`config.mk`:
```
export PLATFORM = sky130hd
export DESIGN_NAME = prmh_ctrl
export DESIGN_NICKNAME = d
export VERILOG_FILES = /design/src/rtl/priority_rule_matcher_over_history_unit_assert.svh /design/src/rtl/prmh_pkg.sv /design/src/rtl/prmh_ctrl.sv
export SDC_FILE = /design/constraint.sdc
export NUM_CORES = 1
export LEC_CHECK = 0
export ABC_AREA = 1
export BUFFER_PORTS_ARGS = -buffer_cell sky130_fd_sc_hd__buf_4
export CELL_PAD_IN_SITES_DETAIL_PLACEMENT = 2
export CELL_PAD_IN_SITES_GLOBAL_PLACEMENT = 2
export CORE_MARGIN = 2
export CORE_UTILIZATION = 19
export CTS_BUF_LIST = sky130_fd_sc_hd__clkbuf_16
export DETAILED_ROUTE_END_ITERATION = 8
export PLACE_DENSITY_LB_ADDON = 0.1
export SLEW_MARGIN = 25
export SYNTH_ARGS = -nofsm -noshare
export SYNTH_HDL_FRONTEND = slang
export SYNTH_SLANG_ARGS = --single-unit
```
`constraint.sdc`:
```
create_clock -name clk -period 1.5 [get_ports clk]
set_input_delay 0.15 -clock clk [delete_from_list [all_inputs] [get_ports clk]]
set_output_delay 0.15 -clock clk [all_outputs]
set_load 0.005 [all_outputs]
```
`src/rtl/priority_rule_matcher_over_history_unit_assert.svh`:
```
// Assertion macros shared by the priority rule matcher RTL.
`ifndef PRIORITY_RULE_MATCHER_OVER_HISTORY_UNIT_ASSERT_SVH
`define PRIORITY_RULE_MATCHER_OVER_HISTORY_UNIT_ASSERT_SVH

// Checks that a condition implies a consequence on every clock edge outside reset.
`define PRMH_ASSERT_IMPLIES(lbl, ante, cons, msg) \
    lbl: assert property (@(posedge clk) disable iff (!rst_n) (ante) |-> (cons)) \
        else $error(msg);

// Checks that a condition implies a consequence at the next clock edge.
`define PRMH_ASSERT_NEXT(lbl, ante, cons, msg) \
    lbl: assert property (@(posedge clk) disable iff (!rst_n) (ante) |=> (cons)) \
        else $error(msg);

`endif

```
`src/rtl/prmh_pkg.sv`:
```
// Package with types, constants and helpers of the priority rule matcher.
`timescale 1ns / 1ps
`default_nettype none
package prmh_pkg;

    localparam int SETS             = 3;
    localparam int POSITIONS        = 8;
    localparam int HISTORY_DEPTH    = 16;
    localparam int MAX_LOGICS       = 8;
    localparam int MAX_CONDITIONS   = 4;
    localparam int MAX_OBSERVATIONS = 4;
    localparam int NTARGETS         = SETS * POSITIONS;
    localparam int NLOGICS          = NTARGETS * MAX_LOGICS;
    localparam int NCONDS           = NLOGICS * MAX_CONDITIONS;
    localparam int NOBS             = NCONDS * MAX_OBSERVATIONS;
    localparam int HIST_WORDS       = HISTORY_DEPTH * NTARGETS;
    localparam int OBS_W            = 17;

    localparam logic [2:0] CMD_STORE   = 3'd0;
    localparam logic [2:0] CMD_COMMIT  = 3'd1;
    localparam logic [2:0] CMD_OBS     = 3'd2;
    localparam logic [2:0] CMD_OCNT    = 3'd3;
    localparam logic [2:0] CMD_CCNT    = 3'd4;
    localparam logic [2:0] CMD_OUTCOME = 3'd5;
    localparam logic [2:0] CMD_LCNT    = 3'd6;
    localparam logic [2:0] CMD_QUERY   = 3'd7;

    localparam logic [1:0] ST_OK       = 2'd0;
    localparam logic [1:0] ST_EVICTED  = 2'd1;
    localparam logic [1:0] ST_FUTURE   = 2'd2;
    localparam logic [1:0] ST_NO_LOGIC = 2'd3;

    typedef struct packed {
        logic [2:0]        cmd;
        logic [1:0]        target_set;
        logic [2:0]        target_pos;
        logic [2:0]        logic_index;
        logic [1:0]        cond_index;
        logic [1:0]        obs_index;
        logic [3:0]        rel_time;
        logic [1:0]        obs_set;
        logic [2:0]        obs_pos;
        logic signed [7:0] value;
        logic [31:0]       timestamp;
    } req_word_t;

    typedef struct packed {
        logic signed [7:0] outcome;
        logic              matched;
        logic [2:0]        matched_logic;
        logic [1:0]        status;
    } rsp_word_t;

    typedef struct packed {
        logic       capture;
        logic       clr_step;
        logic       commit_step;
        logic       cfg_write;
        logic       q_init;
        logic       rd_cc;
        logic       rd_oc;
        logic       rd_obs;
        logic       rd_hist;
        logic       rd_out;
        logic       ld_nc;
        logic       ld_no;
        logic       next_logic;
        logic       to_default;
        logic       next_cond;
        logic       next_obs;
        logic       hit;
        logic       set_status;
        logic [1:0] status;
        logic       ld_result;
        logic       ld_rsp;
    } ctl_cmd_t;

    typedef struct packed {
        logic clr_last;
        logic commit_last;
        logic fc_full;
        logic n_zero;
        logic n_one;
        logic future;
        logic l_is_one;
        logic cond_end;
        logic obs_end;
        logic obs_bad;
        logic obs_before;
        logic early_eq;
        logic obs_evict;
        logic hist_eq;
    } dp_stat_t;

    // Count clamp: negatives give zero, anything above the maximum gives the maximum.
    function automatic logic [3:0] clamp_cnt(logic signed [7:0] v, logic [3:0] mx);
        logic [3:0] r;
        if (v < 0)
        begin
            r = 4'd0;
        end
        else if (v > $signed({4'b0000, mx}))
        begin
            r = mx;
        end
        else
        begin
            r = v[3:0];
        end
        return r;
    endfunction

endpackage
`default_nettype wire

```
`src/rtl/prmh_ctrl.sv`:
```
// Controller of the rule matcher: sequences clearing, commits, writes and the query walk.
`timescale 1ns / 1ps
`default_nettype none
module prmh_ctrl (
    input  wire logic               clk,
    input  wire logic               rst_n,
    input  wire logic               req_valid,
    output logic                    req_stall,
    input  wire logic [2:0]         req_cmd,
    output logic                    rsp_valid,
    input  wire logic               rsp_stall,
    input  wire prmh_pkg::dp_stat_t stat,
    output prmh_pkg::ctl_cmd_t      ctl
);
    import prmh_pkg::*;

    typedef enum logic [3:0] {
        S_CLEAR, S_IDLE, S_WRITE, S_COMMIT, S_QCHK, S_RDCC, S_WCC, S_CONDCHK,
        S_WOC, S_OBSCHK, S_WOBS, S_WHIST, S_RDOUT, S_WOUT, S_DONE
    } state_t;

    state_t state_reg, state_next;
    logic   rsp_valid_reg, rsp_valid_next;

    assign req_stall = state_reg != S_IDLE;
    assign rsp_valid = rsp_valid_reg;

    always_comb
    begin
        ctl            = '0;
        state_next     = state_reg;
        rsp_valid_next = rsp_valid_reg && rsp_stall;
        unique case (state_reg)
            S_CLEAR:
            begin
                ctl.clr_step = 1'b1;
                if (stat.clr_last)
                begin
                    state_next = S_IDLE;
                end
            end
            S_IDLE:
            begin
                if (req_valid)
                begin
                    ctl.capture = 1'b1;
                    priority if (req_cmd == CMD_QUERY)
                    begin
                        state_next = S_QCHK;
                    end
                    else if (req_cmd == CMD_COMMIT)
                    begin
                        state_next = S_COMMIT;
                    end
                    else
                    begin
                        state_next = S_WRITE;
                    end
                end
            end
            S_WRITE:
            begin
                ctl.cfg_write = 1'b1;
                state_next    = S_IDLE;
            end
            S_COMMIT:
            begin
                if (stat.fc_full)
                begin
                    state_next = S_IDLE;
                end
                else
                begin
                    ctl.commit_step = 1'b1;
                    if (stat.commit_last)
                    begin
                        state_next = S_IDLE;
                    end
                end
            end
            S_QCHK:
            begin
                ctl.q_init = 1'b1;
                priority if (stat.n_zero)
                begin
                    ctl.set_status = 1'b1;
                    ctl.status     = ST_NO_LOGIC;
                    state_next     = S_DONE;
                end
                else if (stat.future)
                begin
                    ctl.set_status = 1'b1;
                    ctl.status     = ST_FUTURE;
                    state_next     = S_DONE;
                end
                else if (stat.n_one)
                begin
                    state_next = S_RDOUT;
                end
                else
                begin
                    state_next = S_RDCC;
                end
            end
            S_RDCC:
            begin
                ctl.rd_cc  = 1'b1;
                state_next = S_WCC;
            end
            S_WCC:
            begin
                ctl.ld_nc  = 1'b1;
                state_next = S_CONDCHK;
            end
            S_CONDCHK:
            begin
                if (stat.cond_end)
                begin
                    if (stat.l_is_one)
                    begin
                        ctl.to_default = 1'b1;
                        state_next     = S_RDOUT;
                    end
                    else
                    begin
                        ctl.next_logic = 1'b1;
                        state_next     = S_RDCC;
                    end
                end
                else
                begin
                    ctl.rd_oc  = 1'b1;
                    state_next = S_WOC;
                end
            end
            S_WOC:
            begin
                ctl.ld_no  = 1'b1;
                state_next = S_OBSCHK;
            end
            S_OBSCHK:
            begin
                if (stat.obs_end)
                begin
                    ctl.hit    = 1'b1;
                    state_next = S_RDOUT;
                end
                else
                begin
                    ctl.rd_obs = 1'b1;
                    state_next = S_WOBS;
                end
            end
            S_WOBS:
            begin
                priority if (stat.obs_bad)
                begin
                    ctl.next_cond = 1'b1;
                    state_next    = S_CONDCHK;
                end
                else if (stat.obs_before)
                begin
                    if (stat.early_eq)
                    begin
                        ctl.next_obs = 1'b1;
                        state_next   = S_OBSCHK;
                    end
                    else
                    begin
                        ctl.next_cond = 1'b1;
                        state_next    = S_CONDCHK;
                    end
                end
                else if (stat.obs_evict)
                begin
                    ctl.set_status = 1'b1;
                    ctl.status     = ST_EVICTED;
                    state_next     = S_DONE;
                end
                else
                begin
                    ctl.rd_hist = 1'b1;
                    state_next  = S_WHIST;
                end
            end
            S_WHIST:
            begin
                if (stat.hist_eq)
                begin
                    ctl.next_obs = 1'b1;
                    state_next   = S_OBSCHK;
                end
                else
                begin
                    ctl.next_cond = 1'b1;
                    state_next    = S_CONDCHK;
                end
            end
            S_RDOUT:
            begin
                ctl.rd_out = 1'b1;
                state_next = S_WOUT;
            end
            S_WOUT:
            begin
                ctl.ld_result = 1'b1;
                state_next    = S_DONE;
            end
            S_DONE:
            begin
                if (!rsp_valid_reg || !rsp_stall)
                begin
                    ctl.ld_rsp     = 1'b1;
                    rsp_valid_next = 1'b1;
                    state_next     = S_IDLE;
                end
            end
            default:
            begin
                state_next = S_IDLE;
            end
        endcase
    end

    always_ff @(posedge clk or negedge rst_n)
    begin
        if (!rst_n)
        begin
            state_reg     <= S_CLEAR;
            rsp_valid_reg <= 1'b0;
        end
        else
        begin
            state_reg     <= state_next;
            rsp_valid_reg <= rsp_valid_next;
        end
    end

endmodule
`default_nettype wire

```
## Word level (Yosys, flattened, before mapping)

Cells that the tools add are included.

- Logic and storage cells: 92
- Register bits after elaboration: 5
- Input bits: 21

- Equal/unequal tests: 21
- Reductions and logical operators: 6
- Muxes and demuxes: 63

Operators with widths:

| operator | number |
|---|---|
| $mux W4 | 15 |
| $pmux W4 S14 | 1 |
| $mux W1 | 35 |
| $eq A4 B4 Y1 const B | 7 |
| $mux W3 | 7 |
| $eq A4 B3 Y1 const B | 4 |
| $eq A4 B2 Y1 const B | 2 |
| $mux W2 | 3 |
| $ne A2 B2 Y1 const B | 3 |
| $pmux W3 S2 | 1 |
| $eq A4 B1 Y1 const B | 1 |
| $logic_not A4 Y1 | 1 |
| $ne A4 B1 Y1 const B | 1 |
| $pmux W2 S2 | 1 |
| $reduce_and A4 Y1 | 1 |
| $eq A3 B1 Y1 const B | 1 |
| $eq A3 B3 Y1 const B | 1 |
| $ne A3 B3 Y1 const B | 1 |
| $logic_not A1 Y1 | 2 |
| $logic_and A1 B1 Y1 | 1 |
| $logic_or A1 B1 Y1 | 1 |

## Longest topological paths before layout

Gate-level depths: netlist (run 1).

- Depth after elaboration: 5
- Gate-level depth with buffers: 9
- Depth with buffers taken out: 9

## Worst setup path before layout (run 1)

No wires, ideal clock.

- Path kind: register to register
- From: register state_reg[1]
- To: register state_reg[1]
- Cell stages (with the launch flop): 9
- Arrival: 1.084 ns
- Clock period less this slack: 1.203 ns
- Slack: 0.297 ns
- Library setup time: 0.119 ns
- Buffers on the path: 0
- Path through: dfrtp_1 inv_2 nand2_4 nor2_2 nand2_1 nand2_2 nor2_2 nand2_1 nand2_1

- Word-level cells in the longest chain between the ends: 3

Ends and longest elaborated chain:

| item | RTL line | RTL |
|---|---|---|
| start, declared | prmh_ctrl.sv:22 | `state_t state_reg, state_next;` |
| start signal, assigned | prmh_ctrl.sv:234 | `state_reg <= state_next;` |
| $eq A4 B2 Y1 (tied with other cells) | prmh_ctrl.sv:33 | `unique case (state_reg)` |
| $ne A3 B3 Y1 (no source line) / $ne A2 B2 Y1 (equally long branches) | -- |  |
| $reduce_and A4 Y1 (no source line) | -- |  |

Parallel ways exist; a longest one is shown, timed or not.
A chain may end at the register's enable or synchronous reset.

==> results of run 1 <==
-- critical path, cell delays in order (launching register included) --
cell and delay, ns:
dfrtp_2 0.43, inv_4 0.09, nand2_4 0.08, nor2_4 0.16, inv_2 0.07, nor4_2 0.15
buf_4 0.16
-- through the flow --
stage | utilization | area [µm²] | TNS, ns | hold WS (ns)
finish | 0.360 | 1330 | -0.0203 | 0.156
global route | 0.360 | 1330 | -0.288 | 0.197
CTS | 0.352 | 1300 | -0.0291 | 0.168
detailed placement | 0.306 | 1130 | 0 | -0.0459
global placement | 0.306 | 1130 | 0 | -0.0478
floorplan | - | 738 | 0 | -0.146
-- final timing paths --
kind	startpoint	to	cells past startpoint
worst max-delay path	state_reg[0]$_DFFE_PN0P_	ctl[13]	6
min in group asynchronous	rst_n	state_reg[1]$_DFFE_PN0P_	2
max in group asynchronous	rst_n	state_reg[3]$_DFFE_PN0P_	2
worst min register to register	rsp_valid$_DFF_PN0_	rsp_valid$_DFF_PN0_	2
worst min-delay path	rsp_stall	rsp_valid$_DFF_PN0_	3
worst max register to register	state_reg[0]$_DFFE_PN0P_	state_reg[2]$_DFFE_PN0P_	10
-- metal layers --
| metal | vias to the layer above | GRT usage |
|---|---|---|
| met3 | 5 | 0.0221 |
| met2 | 35 | 0.291 |
| met1 | 487 | 0.192 |
| met5 | - | 0 |
| met4 | 0 | 0.0281 |
| li1 | 519 | - |
-- synthesized netlist by cell type --
cell / number / area [µm²]
o22ai_1: 1 / 6.26
inv_2: 6 / 22.5
o21ai_1: 2 / 10.0
nor2_4: 2 / 22.5
a21oi_1: 1 / 5.00
inv_1: 21 / 78.8
nand2_2: 6 / 37.5
nand3_1: 7 / 35.0
nor3b_1: 1 / 7.51
nand2_4: 5 / 56.3
dfrtp_1: 5 / 125
nor3_2: 2 / 20.0
nor2_1: 25 / 93.8
nor4_1: 1 / 6.26
nor2_2: 7 / 43.8
nand2_1: 38 / 143
o21ai_0: 5 / 25.0
-- cells by family (layout without fill, tap and decap cells) --
logic type	count (synthesis)	count (layout)
AO/OA/AOI/OAI	9	9
buffers and inverters	27	85
flip-flops	5	5
AND/OR/NAND/NOR	94	94
-- power by group --
group | switching, mW | total (mW) | internal [mW]
combinational | 0.774 | 1.30 | 0.526
clock | 0.0853 | 0.430 | 0.345
sequential | 0.0977 | 0.295 | 0.198
total | 0.957 | 2.03 | 1.07
-- area by class of cell --
type                            count  area, µm²  share of cell area
Timing Repair Buffer               54        408               0.307
Clock inverter                      1       3.75             0.00282
Multi-Input combinational cell    103        541               0.407
Sequential cell                     5        130              0.0979
Inverter                           27        111              0.0838
Tap cell                           48       60.1              0.0452
Clock buffer                        3       75.1              0.0565
-- timing repair --
action / 4_1_cts / 5_1_grt
endpoints found under the hold margin: 5 / 0
buffers inserted: 6 / 3
hold buffers: 1 / 0
endpoints found under the setup margin: 10 / 12
pin swaps: 1 / 2
resized for setup: 13 / 3
==> run summary, run 1 <==
commonest cells after routing, fill and taps aside - buf_4, nand2_1, nor2_1
total power of the final layout - 2.03 mW
GRT Resource Usage Total - 0.157
final antenna diode count - 0
Power per Cell Area - 1520 nW/µm²
Tightest Hold Check Type - in -> reg
highest clock rate - 660 MHz
DR pass1 iterations - 4
leakage power - 0.779 nW
average vias per placed instance - 4.34
number of H-tree branching levels - 1
number of placement rows - 22
area fraction in compound gates after synthesis - 0.0627
largest net degree at the start of global routing - 7
minimum clock period - 1.52 ns
routability-driven placement congestion ratio - 0.833
Worst Skew - 0.000549 ns
count of endpoints failing hold in the final timing report - 0
pre-CTS setup slack - 0.0518 ns
Die Y-Extent - 66.3 µm
count of buffers inserted at the top-level ports - 44
total instance count after detailed placement - 227
post-synth net total - 156
Worst setup SP type - flip-flop
wire length the detailed router placed on met1 - 1.45 mm
total of flip-flops plus latches after synthesis - 5
post-DP HPWL - 2.69 mm
layout overhead on the synthesized area - 80.0%
Fill cells - 473
unrepaired setup endpoints after global routing - true
Routed Antenna Nets - 0
most common cell after layout, fill and taps aside - buf_4
status - finished with violations
reg2reg setup slack - 0.01 ns
mux cell area share after synthesis - 0
worst ir drop on vdd - 0.385 mV
routed length per placed instance - 13.8 µm
Worst slew margin - 0.802
max-capacitance violation count - 0
Critical Setup Path Class - reg -> out
Clock Tree Buf Depth - 2
clock root buffer - clkbuf_16
Slew Limit Fails - 0
count of placed standard cells in the final layout, fillers left out - 241
final clock period utilization by the worst path - 1.01
Die Area - 4400 µm²
number of clock buffers inserted by TritonCTS - 3
via count of the first global-routing pass - 1164
first-pass GRT wire length - 5.38 mm
Finish-stage setup viols - 2
drt initial violations - 11
synthesized netlist cell count - 135
arithmetic-cell share of the synthesized area counting full adders, half adders and majority gates - 0
crit path DAT - 1.37 ns
netlist area before placement - 738 µm²
share of synthesized area occupied by flip-flops and latches - 0.169
critical path data required time - 1.35 ns
clock latency at the later pin of the worst-skew pair - 0.23 ns
global route total overflow - 0
Reg clk slew, reported paths - 0.03 ns
effective utilization at floorplan - 0.200
DR DRC count - 0
violations in the final reports - negative setup slack
CTS tree - done
share of post-route cells with drive strength above 1 - 0.482
flip-flop count of the largest register, all copies and words added - 4
main combinational cell family by area after synthesis - simple AND/OR/NAND/NOR gates
die width - 66.3 µm
top-level I/O count - 45
WL final - 3.32 mm
library cells used by synthesis - 17
antenna violations before repair - 0
warnings from Yosys - 0
total vias in the final route - 1046
maximum fanout along the worst path - 5
Met3 Routed Length - 136 µm
Routed met2 length - 1.72 mm
average size of a mapped cell - 5.47 µm²
CP Capture Type - output port
fin worst setup slack - -0.0154 ns
fin nets - 215
uppermost layer routed - met4
actual slew at the worst max-slew pin - 0.293 ns
synthesized-area fraction occupied by xor and xnor cells - 0
CTS sink cnt - 5
Core Box Area - 3690 µm²
area share of and/or/nand/nor cells after synthesis - 0.631
No activity file was read; power rests on OpenSTA's default activity.
==> inputs of run 2 (changes only) <==
ABC_AREA = not set   (was 1)
CORE_UTILIZATION = 20   (was 19)
==> run 2 against run 1 <==
- the flow still finishes with violations (negative setup slack)
- sequential power shrank 15%
- clock skew grew 0.0060 ns
- synthesized cell count shrank 21%
- register-to-register slack lost 0.28 ns
- via count grew 25%
- global-route usage grew 11 points
- first-iteration DRC count grew to 6.0 times the previous value
- cell count shrank 2.1%
- largest power group unchanged
- highest routed layer unchanged
==> run summary, run 2 <==
status - finished with violations
violations in the final reports - negative setup slack
area share of and/or/nand/nor cells after synthesis - 0.492
DR pass1 iterations - 4
drt initial violations - 66
Crit path depth - 5
WL final - 6.49 mm
CP Capture Type - flip-flop
Reg clk slew, reported paths - 0.04 ns
DR DRC count - 0
number of clock buffers inserted by TritonCTS - 3
share of synthesized area occupied by flip-flops and latches - 0.176
main combinational cell family by area after synthesis - simple AND/OR/NAND/NOR gates
global-route track usage on met3 - 0.0339
routability-driven placement congestion ratio - 0.824
flip-flop count of the largest register, all copies and words added - 4
synthesized netlist cell count - 107
area of all sequential standard cells - 130 µm²
clock root buffer - clkbuf_16
number of H-tree branching levels - 1
GRT Resource Usage Total - 0.266
commonest cells after routing, fill and taps aside - buf_4, buf_6, nor2_1
main flop type after synthesis - dfrtp_1
critical path, cell by cell - or2_4 -> buf_12 -> o32ai_4 -> nor3_1 -> o2bb2ai_1
warnings from Yosys - 0
sequential share of power - 0.082
area fraction in compound gates after synthesis - 0.264
Worst setup SP type - flip-flop
Clock Tree Buf Depth - 2
final core area utilization - 0.522
Core Box Area - 3390 µm²
layout overhead on the synthesized area - 149%
total vias in the final route - 1305
actual slew at the worst max-slew pin - 0.417 ns
final antenna diode count - 0
clock latency at the later pin of the worst-skew pair - 0.25 ns
biggest area contributors in the synthesized netlist - dfrtp_1, nor2_1, nor3_1, nand2b_1, nand2_1
routed length per placed instance - 27.5 µm
leakage power - 0.786 nW
share of flip-flops with an asynchronous set or reset after synthesis - 1.00
count leader, synth - nor2_1
pre-CTS setup slack - -0.0815 ns
share of post-route cells with drive strength above 1 - 0.679
largest incremental delay on the critical path - 0.44 ns
buffer and inverter count on the worst path - 1
average size of a mapped cell - 6.65 µm²
minimum clock period - 1.77 ns
Finish-stage setup viols - 26
critical path data required time - 1.64 ns
met2 usage in global routing - 0.487
crit path DAT - 1.91 ns
via count of the first global-routing pass - 1336
Internal Power - 1.67 mW
fin worst setup slack - -0.274 ns
final clock period utilization by the worst path - 1.18
post-DP HPWL - 3.16 mm
switching component of the power - 1.41 mW
post-synth net total - 128
count of endpoints failing hold in the final timing report - 0
maximum fanout along the worst path - 5
part of the total power dissipated in the clock network - 0.164
Sw Share - 0.457
most common cell after layout, fill and taps aside - buf_4
most heavily used metal layer in global routing - met2
largest net degree at the start of global routing - 10
Worst slew margin - 0.720
effective utilization at floorplan - 0.210
first-pass GRT wire length - 7.87 mm
critical register-to-register path endpoint - state_reg[1]$_DFFE_PN0P_
top cells by instance count after synthesis - nor2_1, nor3_1, nand2_1, nand2b_1
library cells used by synthesis - 33
netlist area before placement - 712 µm²
unrepaired setup endpoints after global routing - true
Die Y-Extent - 63.7 µm
part of the power in combinational logic - 0.755
global route total overflow - 0
Worst Skew - 0.00656 ns
Slew Limit Fails - 0
arithmetic-cell share of the synthesized area counting full adders, half adders and majority gates - 0
worst ir drop on vdd - 0.814 mV
dominant cell type by area after synthesis - dfrtp_1
Die Area - 4050 µm²
reg2reg setup slack - -0.27 ns
Critical Setup Path Class - reg -> reg
Fill cells - 359
final hold slack - 0.277 ns
die width - 63.7 µm
total power of the final layout - 3.07 mW
global routing usage on met1 - 0.305
worst flop-to-flop path startpoint - state_reg[1]$_DFFE_PN0P_
total of flip-flops plus latches after synthesis - 5
Register-to-Register Path Depth - 5
Routed Antenna Nets - 0
post-synth top area share - 0.176
Tightest Hold Check Type - in -> async
CTS sink cnt - 5
synthesized-area fraction occupied by xor and xnor cells - 0
crit-path leading delay family - compound AO/OA/AOI/OAI gates
worst-path cell with the longest stage delay - dfrtp_2
CTS tree - done
number of placement rows - 21
top-level I/O count - 45
Power per Cell Area - 1740 nW/µm²
fin nets - 212
antenna violations before repair - 0
average vias per placed instance - 5.53
count of buffers inserted at the top-level ports - 44
number of synthesized flops with an enable pin - 0
max-capacitance violation count - 0
highest clock rate - 564 MHz
multi-input combinational cell area - 761 µm²
mux cell area share after synthesis - 0
run 2: changes by cell type after synthesis, sizes merged, moves of 4 or more:
cell / delta
a21oi: +4
buf: +5
inv: -24
nand2: -40
nand2b: +7
nand3: -4
nand4: +5
nor2: -15
nor2b: +4
nor3: +10
run 2: repair_timing:
| action | in CTS | in global routing |
|---|---|---|
| hold buffers | 1 | 0 |
| hold endpoints to repair | 5 | 0 |
| gates cloned | 0 | 0 |
| setup buffers | 9 | 5 |
| resized for setup | 39 | 35 |
| setup endpoints to repair | 26 | 27 |
| pin swaps | 8 | 10 |
run 2: layer usage:
metal / share of wire / vias to the layer above / wire length, µm
met1: 0.40 / 662 / 2590
met3: 0.043 / 19 / 278
met4: 0.044 / 0 / 283
met5: 0 / - / 0
li1: - / 556 / -
met2: 0.51 / 68 / 3340
run 2: power by group through the flow:
| stage | combinational [mW] | sequential (mW) | clock [mW] |
|---|---|---|---|
| 5_1_grt | 2.40 | 0.254 | 0.510 |
| 6_report | 2.32 | 0.251 | 0.503 |
| 3_5_place_dp | 1.33 | 0.218 | 0 |
| 3_3_place_gp | 1.26 | 0.213 | 0 |
| 2_1_floorplan | 0.615 | 0.206 | 0 |
| 4_1_cts | 1.77 | 0.233 | 0.444 |
run 2: cells by family after synthesis:
kind of cell,after synthesis
DFF,5
and+or+nand+nor,67
buffers and inverters,10
AOI/OAI and AO/OA,25
run 2: cell type report:
type / count / share of cell area
multi-input combinational: 92 / 0.430
timing repair buffer: 86 / 0.413
sequential: 5 / 0.0735
clock buffer: 3 / 0.0424
tap: 46 / 0.0325
inverter: 3 / 0.00636
clock inverter: 1 / 0.00212
run 2: worst register-to-register path, delay by kind of cell (launching register included):
| family | cells | cell delay, ns |
|---|---|---|
| AOI/OAI and AO/OA | 2 | 0.63 |
| DFF | 1 | 0.44 |
| and+or+nand+nor | 2 | 0.44 |
| buffers and inverters | 1 | 0.15 |
run 2: how the worst max path moves through the flow:
stage                                   from                  endpoint  slack, ns
CTS                 state_reg[0]$_DFFE_PN0P_                    ctl[4]      -0.12
global route        state_reg[1]$_DFFE_PN0P_  state_reg[1]$_DFFE_PN0P_      -0.31
floorplan           state_reg[0]$_DFFE_PN0P_  state_reg[2]$_DFFE_PN0P_       0.09
global placement    state_reg[3]$_DFFE_PN0P_  state_reg[3]$_DFFE_PN0P_      -0.04
detailed placement  state_reg[3]$_DFFE_PN0P_  state_reg[0]$_DFFE_PN0P_      -0.08
finish              state_reg[1]$_DFFE_PN0P_  state_reg[1]$_DFFE_PN0P_      -0.27
run 2: through the flow:
stage	cells	setup TNS (ns)	cell area [µm²]
2_1_floorplan	107	0	712
6_report	236	-2.81	1770
4_1_cts	231	-1.26	1580
5_1_grt	236	-3.73	1770
3_5_place_dp	217	-0.192	1260
3_3_place_gp	217	-0.0378	1260
==> inputs of run 3 (changes only) <==
SETUP_SLACK_MARGIN = 0.2   (was not set)
==> run 3 against run 2 <==
- the run still ends with negative setup slack left
- clock power shrank 7.4%
- clock-buffer cell count stayed put
- first-iteration DRC count shrank 32%
- combinational power grew 3%
- die area is the same
- critical path depth rose by 1
- non-clock buffer count is the same
- core utilization increased by 3.0 points
- cell count unchanged
- maximum frequency is essentially flat
==> run summary, run 3 (synthesis results as in run 2) <==
GRT Resource Usage Total - 0.235
most common cell after layout, fill and taps aside - buf_4
Tightest Hold Check Type - in -> async
max-capacitance violation count - 0
final antenna diode count - 0
CTS sink cnt - 5
flip-flop count of the largest register, all copies and words added - 4
first-pass GRT wire length - 6.89 mm
startpoint of the worst setup timing path - state_reg[0]$_DFFE_PN0P_
total instance count after detailed placement - 210
total negative slack - -2.54 ns
count of placed standard cells in the final layout, fillers left out - 236
crit-path leading delay family - compound AO/OA/AOI/OAI gates
actual slew at the worst max-slew pin - 0.449 ns
Crit path depth - 6
via count of the first global-routing pass - 1316
clock latency at the later pin of the worst-skew pair - 0.24 ns
Slew Limit Fails - 0
CP Capture Type - flip-flop
status - finished with violations
average vias per placed instance - 5.36
DR pass1 iterations - 4
pre-CTS setup slack - -0.162 ns
Die Area - 4050 µm²
routability-driven placement congestion ratio - 0.814
clock root buffer - clkbuf_16
share of post-route cells with drive strength above 1 - 0.700
Reg clk slew, reported paths - 0.04 ns
largest net degree at the start of global routing - 12
layout overhead on the synthesized area - 163%
maximum fanout along the worst path - 11
CTS tree - done
Power per Cell Area - 1670 nW/µm²
number of H-tree branching levels - 1
Worst setup SP type - flip-flop
final instance area - 1870 µm²
minimum clock period - 1.77 ns
WL final - 6.36 mm
Register-to-Register Path Depth - 6
final clock period utilization by the worst path - 1.18
post-DP HPWL - 2.81 mm
final hold slack - 0.287 ns
Routed Antenna Nets - 0
number of clock buffers inserted by TritonCTS - 3
worst ir drop on vdd - 0.857 mV
largest incremental delay on the critical path - 0.39 ns
antenna violations before repair - 0
fin worst setup slack - -0.273 ns
unrepaired setup endpoints after global routing - true
commonest cells after routing, fill and taps aside - buf_4, buf_6, nor2_4, nor2_1, nand2_1
Worst slew margin - 0.697
worst-path cell with the longest stage delay - dfrtp_2
final core area utilization - 0.552
routed length per placed instance - 27.0 µm
placement-stage cell area - 1230 µm²
top-level I/O count - 45
highest clock rate - 564 MHz
violations in the final reports - negative setup slack
Core Box Area - 3390 µm²
global route total overflow - 0
count of buffers inserted at the top-level ports - 44
Die Y-Extent - 63.7 µm
critical path data required time - 1.61 ns
Critical Setup Path Class - reg -> reg
Worst Skew - 0.00837 ns
worst flop-to-flop path startpoint - state_reg[0]$_DFFE_PN0P_
leakage power - 0.809 nW
die width - 63.7 µm
crit path DAT - 1.88 ns
DR DRC count - 0
number of placement rows - 21
drt initial violations - 45
Clock Tree Buf Depth - 2
fin nets - 212
buffer and inverter count on the worst path - 2
total vias in the final route - 1266
Finish-stage setup viols - 19
effective utilization at floorplan - 0.210
total power of the final layout - 3.13 mW
critical path, cell by cell - buf_4 -> buf_6 -> a21oi_1 -> o21ai_0 -> nand4_1 -> o2bb2ai_1
count of endpoints failing hold in the final timing report - 0
run 3: cell counts in the layout (fill, tap and decap cells not counted):
Identical to the previous run, type by type.
run 3: area by class of cell:
cell class / instances / area [µm²]
Sequential cell: 5 / 130
Tap cell: 46 / 57.6
Clock buffer: 3 / 75.1
Inverter: 3 / 11.3
Clock inverter: 1 / 3.75
Fill cell: 341 / 1520
Multi-Input combinational cell: 92 / 793
Timing Repair Buffer: 86 / 800
run 3: final timing paths:
check                                           end  slack [ns]
max                        state_reg[2]$_DFFE_PN0P_       -0.27
min                             rsp_valid$_DFF_PN0_        0.29
max reg2reg                state_reg[2]$_DFFE_PN0P_       -0.27
min reg2reg                state_reg[3]$_DFFE_PN0P_        0.79
max in group asynchronous  state_reg[0]$_DFFE_PN0P_        1.07
min in group clk           state_reg[3]$_DFFE_PN0P_        0.37
run 3: report_power, final:
part           switching, mW  internal, mW
Clock                  0.118         0.348
Sequential            0.0793         0.181
Combinational           1.23          1.17
Total                   1.43          1.70
run 3: repair_timing:
| item | 4_1_cts | 5_1_grt |
|---|---|---|
| setup buffers | 13 | 8 |
| pin swaps | 8 | 17 |
| endpoints found under the setup margin | 27 | 27 |
| cloned | 0 | 0 |
| resized for setup | 44 | 51 |
| hold endpoints to repair | 5 | 0 |
| hold buffers | 1 | 0 |
run 3: per-layer routing:
layer  global-route usage  vias to the layer above  part of all wire
li1                     -                      557                 -
met1                0.250                      624              0.38
met2                0.397                       63              0.51
met3               0.0518                       22             0.067
met4                0.185                        0             0.041
met5                    0                        -                 0
